$ cat config.mk
export PLATFORM = sky130hd
export DESIGN_NAME = ffd_isqrt
export DESIGN_NICKNAME = d
export VERILOG_FILES = /design/src/ffd_isqrt.sv
export SDC_FILE = /design/constraint.sdc
export NUM_CORES = 2
export LEC_CHECK = 0
export BUFFER_PORTS_ARGS = -buffer_cell sky130_fd_sc_hd__buf_2
export CORE_MARGIN = 1
export CORE_UTILIZATION = 57
export DETAILED_ROUTE_END_ITERATION = 12
export HOLD_SLACK_MARGIN = 0.05
export PLACE_DENSITY = 0.82
export SYNTH_ARGS = -nofsm -noshare
export SYNTH_HDL_FRONTEND = slang
export SYNTH_MEMORY_MAX_BITS = 65536
export SYNTH_SLANG_ARGS = --single-unit
$ cat constraint.sdc
create_clock -name clk_i -period 3.2 [get_ports clk_i]
set_input_delay 0.48 -clock clk_i [delete_from_list [all_inputs] [get_ports clk_i]]
set_output_delay 0.48 -clock clk_i [all_outputs]
set_load 0.005 [all_outputs]
$ cat src/ffd_isqrt.sv
// Pipelined floor square root of a 64-bit value, one root bit per stage.
// Side data travels alongside. No package use.
`default_nettype none
module ffd_isqrt #(
  parameter int SB_W = 1
) (
  input  wire logic            clk_i,
  input  wire logic            rst_ni,
  input  wire logic            en_i,
  input  wire logic            valid_i,
  input  wire logic [63:0]     rad_i,
  input  wire logic [SB_W-1:0] sb_i,
  output logic                 valid_o,
  output logic [31:0]          root_o,
  output logic [SB_W-1:0]      sb_o
);

  localparam int NS = 32;

  logic [NS:0]     vld_q;
  logic [63:0]     v_q    [NS+1];
  logic [33:0]     rem_q  [NS+1];
  logic [31:0]     root_q [NS+1];
  logic [SB_W-1:0] sb_q   [NS+1];

  always_ff @(posedge clk_i) begin
    if (en_i) begin
      v_q[0]    <= rad_i;
      rem_q[0]  <= '0;
      root_q[0] <= '0;
      sb_q[0]   <= sb_i;
    end
  end

  for (genvar k = 1; k <= NS; k++) begin : g_stage
    logic [35:0] t, trial;
    logic        ge;
    assign t     = {rem_q[k-1], v_q[k-1][63:62]};
    assign trial = {2'b00, root_q[k-1], 2'b01};
    assign ge    = t >= trial;
    always_ff @(posedge clk_i) begin
      if (en_i) begin
        v_q[k]    <= v_q[k-1] << 2;
        rem_q[k]  <= ge ? 34'(t - trial) : t[33:0];
        root_q[k] <= {root_q[k-1][30:0], ge};
        sb_q[k]   <= sb_q[k-1];
      end
    end
  end

  always_ff @(posedge clk_i or negedge rst_ni) begin
    if (!rst_ni) begin
      vld_q <= '0;
    end else if (en_i) begin
      vld_q <= {vld_q[NS-1:0], valid_i};
    end
  end

  assign valid_o = vld_q[NS];
  assign root_o  = root_q[NS];
  assign sb_o    = sb_q[NS];

endmodule
`default_nettype wire

# Word-level counts from Yosys, hierarchy flattened
# Memory sizes are Yosys's and may differ from the RTL's.
# Index checks and enable logic that the tools add are counted.
dict set report totals {
  mem_bits_ro 0
  word_cells 103
  input_bits 69
  mem_count 4
  latchBits 0
  register_bits 33
  ram_bits 4323
}
# name words word_bits rd rd_clocked_by_memory_dff write_ports line
set mem_list {}
lappend mem_list {v_q 33 64 32 0 33 21} ;# logic [63:0] v_q [NS+1];
lappend mem_list {rem_q 33 34 32 0 33 22} ;# logic [33:0] rem_q [NS+1];
lappend mem_list {root_q 33 32 33 0 33 23} ;# logic [31:0] root_q [NS+1];
lappend mem_list {sb_q 33 1 33 0 33 24} ;# logic [SB_W-1:0] sb_q [NS+1];
dict set report classes {
  div 0
  n_shift 0
  mul 0
  n_reduce_logical 0
  bitwise_logic 0
  n_eq_ne 0
  n_mux 34
  addsub 32
  magnitude_cmp 32
}
# operator n
set ops {}
lappend ops {{36-bit by 34-bit greater-or-equal comparator with 1-bit output} 32}
lappend ops {{34-bit 2-to-1 mux} 32}
lappend ops {{34-bit subtractor} 32}
lappend ops {{1-bit 2-to-1 mux} 2}

# Depth between registers and ports, before layout
# An unclocked memory read counts as a cell.
dict set report logic_depth {
  depth_word 3
  mapped_depth 14
  mapped_depth_nobuf 12
}

# Least setup slack after synthesis
# OpenSTA, ideal clock, no wires.
dict set report synth_path {
  kind {reg2reg}
  startpoint {memory rem_q[28][3] (netlist: rem_q[0][955])}
  endpoint {memory rem_q[29][30] (netlist: rem_q[0][1016]), data pin}
  path_stages_with_launch 11
  arrival_ns 2.961
  path_buffers 0
  slack_ns -0.026
  period_less_slack_ns 3.226
  t_required_ns 2.935
  cell_sequence {edfxtp_1 > ha_1 > a21o_1 > or3_1 > o211a_1 > a41o_1 > a21oi_2 > o41ai_1 > a311oi_1 > nor3_1 > or3_1}
}
# item line
set synth_lines {}
lappend synth_lines {{start: declaration} 22}

==> impl_metrics.env <==
export IMPL_cts_max_level=5
export IMPL_clock_sinks=2653
export IMPL_period_minus_slack_ns=3.26
export IMPL_dieArea_mm2=0.215
export IMPL_clk_latency_ns=0.92
export IMPL_worstReg2RegStart="rem_q[0][664]"
export IMPL_cts_buffers=286
export IMPL_grt_met3_usage_pct=3.03
export IMPL_portBuffers=102
export IMPL_ant_nets=0
export IMPL_slew_viol_final=0
export IMPL_critical_path_class="reg -> reg"
export IMPL_grt_pass1_vias=75400
export IMPL_synth_seq_cells=2653
export IMPL_slowest_delay_ns=0.43
export IMPL_use_met1_pct=29.7
export IMPL_core_mm2=0.211
export IMPL_num_io_pins=103
export IMPL_status="finished, violations left"
export IMPL_ys_seq_area_share_pct=65.5
export IMPL_powerDensity_mw_per_mm2=704
export IMPL_grt_usage_pct=23.9
export IMPL_synth_flop_cell="edfxtp_1"
export IMPL_finalNetCount=10800
export IMPL_finalHoldViolCount=0
export IMPL_crit_required_ns=3.83
export IMPL_grt_pass1_wl_um=408000
export IMPL_hp_class="in -> async"
export IMPL_clock_skew_ns=0.0474
export IMPL_max_freq_mhz=307
export IMPL_grt_busiest_layer="met2"
export IMPL_critPathMaxFanout=6
export IMPL_path_cells="ha_4, nor4_4, nand2b_1, or3_4, or3_1, or2_1, nor3_2, a21boi_4, buf_4, clkbuf_16, o21ai_0"
export IMPL_slowest_stage="edfxtp_1"
export IMPL_wl_um=265000
export IMPL_avgViaCountPerCell=5.77
export IMPL_violations="setup timing"
export IMPL_startpoint="rem_q[0][664]"
export IMPL_grt_setup_unrepaired="true"
export IMPL_pre_cts_ws_ns=-0.293
export IMPL_synth_edff_count=2620
export IMPL_drive_above_1_share_pct=16.8
export IMPL_rows=168
export IMPL_synth_cell_types=102
export IMPL_path_clk_slew_ns=0.06
export IMPL_startpoint_type="flip-flop"
export IMPL_drv_cap=0
export IMPL_setup_viol=21
export IMPL_worst_pin_slew_ns=0.824
export IMPL_grtUsageMet2_pct=42.5
export IMPL_fin_crit_sh_pct=102
export IMPL_drcViolationCount=0
export IMPL_diodes=0
export IMPL_synth_avg_cell_area_um2=13.2
export IMPL_final_util_pct=67.8
export IMPL_drt_iter0_markers=6376
export IMPL_relSlewSlack_pct=44.6
export IMPL_area_delta_synth_final_pct=17.7
export IMPL_synthCells=9181
export IMPL_overflow=0
export IMPL_fp_dieW_um=463
export IMPL_irDropWorstVdd_mv=0.770
export IMPL_syn_area_mm2=0.121
export IMPL_cts_tree="done"
export IMPL_hpwl_um=183000
export IMPL_synth_nets=9812
export IMPL_place_congestion=0.931
export IMPL_start_util_pct=57.6
export IMPL_async_reset_ff_share_pct=1.24
export IMPL_end_kind="flip-flop"
export IMPL_via_count=76100
export IMPL_leakage_nw=55.5
export IMPL_crit_arrival_ns=3.89
export IMPL_drt_first_pass_iters=7
export IMPL_grt_max_degree=127
export IMPL_antenna_found_initial=3
export IMPL_cts_root_buffer="clkbuf_16"
export IMPL_setup_ws_ns=-0.0575
export IMPL_clockBufferDepth=4
export IMPL_avgRoutedWirePerCell_um=20.1
export IMPL_fp_dieH_um=463
export IMPL_yosys_warnings=0
critical path: cells and delay by family (launching register included):
kind / cells / cell delay [ns]
flip-flops: 1 / 0.43
AO/OA/AOI/OAI: 2 / 0.44
adder cells (fa/ha/maj): 1 / 0.20
AND/OR/NAND/NOR: 6 / 1.59
buffers and inverters: 2 / 0.33
repair_timing:
action                                  CTS  global route
gates cloned                              1            12
buffers inserted                         16            77
hold buffers                             68             0
gates resized for setup                  87           392
hold endpoints to repair                107             0
pin swaps                                27           116
endpoints found under the setup margin  238           575
state kept, by name, indices dropped and copies added (netlist names):
register  flops
v_q        1056
sb_q         33
root_q      528
rem_q      1003
vld_q        33
per-stage QoR:
step / setup TNS [ns] / area [µm²] / total power [mW] / instances / hold slack [ns]
floorplan: 0 / 121000 / 59.4 / 9181 / 0.184
global placement: -5.24 / 130000 / 66.7 / 12500 / 0.400
detailed placement: -10.85 / 130000 / 67.2 / 12500 / 0.405
CTS: -0.0298 / 140000 / 99.9 / 13100 / 0.123
global route: -7.69 / 143000 / 105 / 13200 / 0.200
finish: -0.451 / 143000 / 100 / 13200 / 0.158
cells in the mapped netlist, types with 11 or more instances:
cell type / instances / area share (%)
a21oi_1: 578 / 2.4
nor4b_1: 12 / 0.087
o211ai_1: 37 / 0.23
inv_1: 690 / 2.1
o21ai_0: 454 / 1.9
xnor2_1: 425 / 3.1
or3_1: 85 / 0.44
o21bai_1: 45 / 0.28
nand2b_1: 106 / 0.55
o2111ai_1: 17 / 0.12
a21o_1: 235 / 1.5
or2_2: 61 / 0.31
nand3_1: 175 / 0.72
nand4b_1: 12 / 0.087
a221o_1: 12 / 0.099
a211oi_1: 45 / 0.28
dfrtp_1: 33 / 0.68
edfxtp_1: 2620 / 65
nor4_1: 122 / 0.63
buf_2: 18 / 0.074
or4_1: 59 / 0.37
a21boi_0: 16 / 0.099
and4_1: 20 / 0.14
nand4_1: 83 / 0.43
nor3b_1: 14 / 0.087
ha_1: 562 / 5.8
o41ai_1: 13 / 0.094
o31a_1: 11 / 0.079
nor2_1: 562 / 1.7
xor2_1: 422 / 3.0
and2_1: 33 / 0.17
a211o_1: 12 / 0.087
nand2_1: 607 / 1.9
o31ai_1: 52 / 0.32
mux2_2: 101 / 0.94
a2111oi_0: 16 / 0.12
clkbuf_1: 144 / 0.45
nor2b_1: 75 / 0.39
and3_1: 37 / 0.19
a31oi_1: 49 / 0.25
nand3b_1: 20 / 0.12
nor3_1: 227 / 0.94
o21a_1: 84 / 0.52
routing by layer:
metal	up-vias	part of all wire, %
met5	-	0.0049
met4	2	4.0
met3	690	4.7
met2	2350	51
met1	37100	40
li1	36000	-
cell type report:
type	count	area, µm²
clock inverter	151	1560
fill	14300	67900
sequential	2653	79500
clock buffer	341	7520
tap	2805	3510
multi-input combinational	5661	40600
timing repair buffer	892	7410
inverter	694	2610
logic make-up (layout without fill, tap and decap cells):
family | count (synthesis) | in the layout | share of synthesized area, %
AO/OA/AOI/OAI | 1786 | 1786 | 9.15
XOR/XNOR | 848 | 848 | 6.13
adder cells (fa/ha/maj) | 562 | 562 | 5.80
buffers and inverters | 867 | 2078 | 2.72
flip-flops | 2653 | 2653 | 65.5
multiplexers | 112 | 112 | 1.03
other | 1 | 1 | 0.00309
AND/OR/NAND/NOR | 2352 | 2352 | 9.64
cell usage in the layout (no fill, tap or decap), types with 101 or more instances in the layout:
cell type | Yosys | final
a21o_1 | 235 | 235
inv_1 | 690 | 678
nor2_1 | 562 | 548
clkbuf_16 | 0 | 302
ha_1 | 562 | 515
nand2b_1 | 106 | 104
xnor2_1 | 425 | 422
nand2_1 | 607 | 597
mux2_2 | 101 | 101
o21ai_0 | 454 | 392
edfxtp_1 | 2620 | 2620
a21oi_1 | 578 | 560
nor3_1 | 227 | 184
xor2_1 | 422 | 421
nand3_1 | 175 | 161
buf_2 | 18 | 101
buf_4 | 3 | 649
worst paths after layout:
kind	end	slack [ns]	depth (start not counted)
setup / recovery	rem_q[0][699]	-0.06	11
hold / removal	vld_q[17]	0.16	2
setup reg to reg	rem_q[0][699]	-0.06	11
hold reg to reg	v_q[0][442]	0.40	0
max in group asynchronous	vld_q[6]	2.57	2
min in group clk_i	v_q[0][61]	0.26	2
power breakdown:
group	switching, mW	internal (mW)
registers	3.01	43.7
clock network	13.1	19.1
logic	11.8	9.65
total	28.0	72.5
Note: power is estimated with default switching activity, not from simulation.
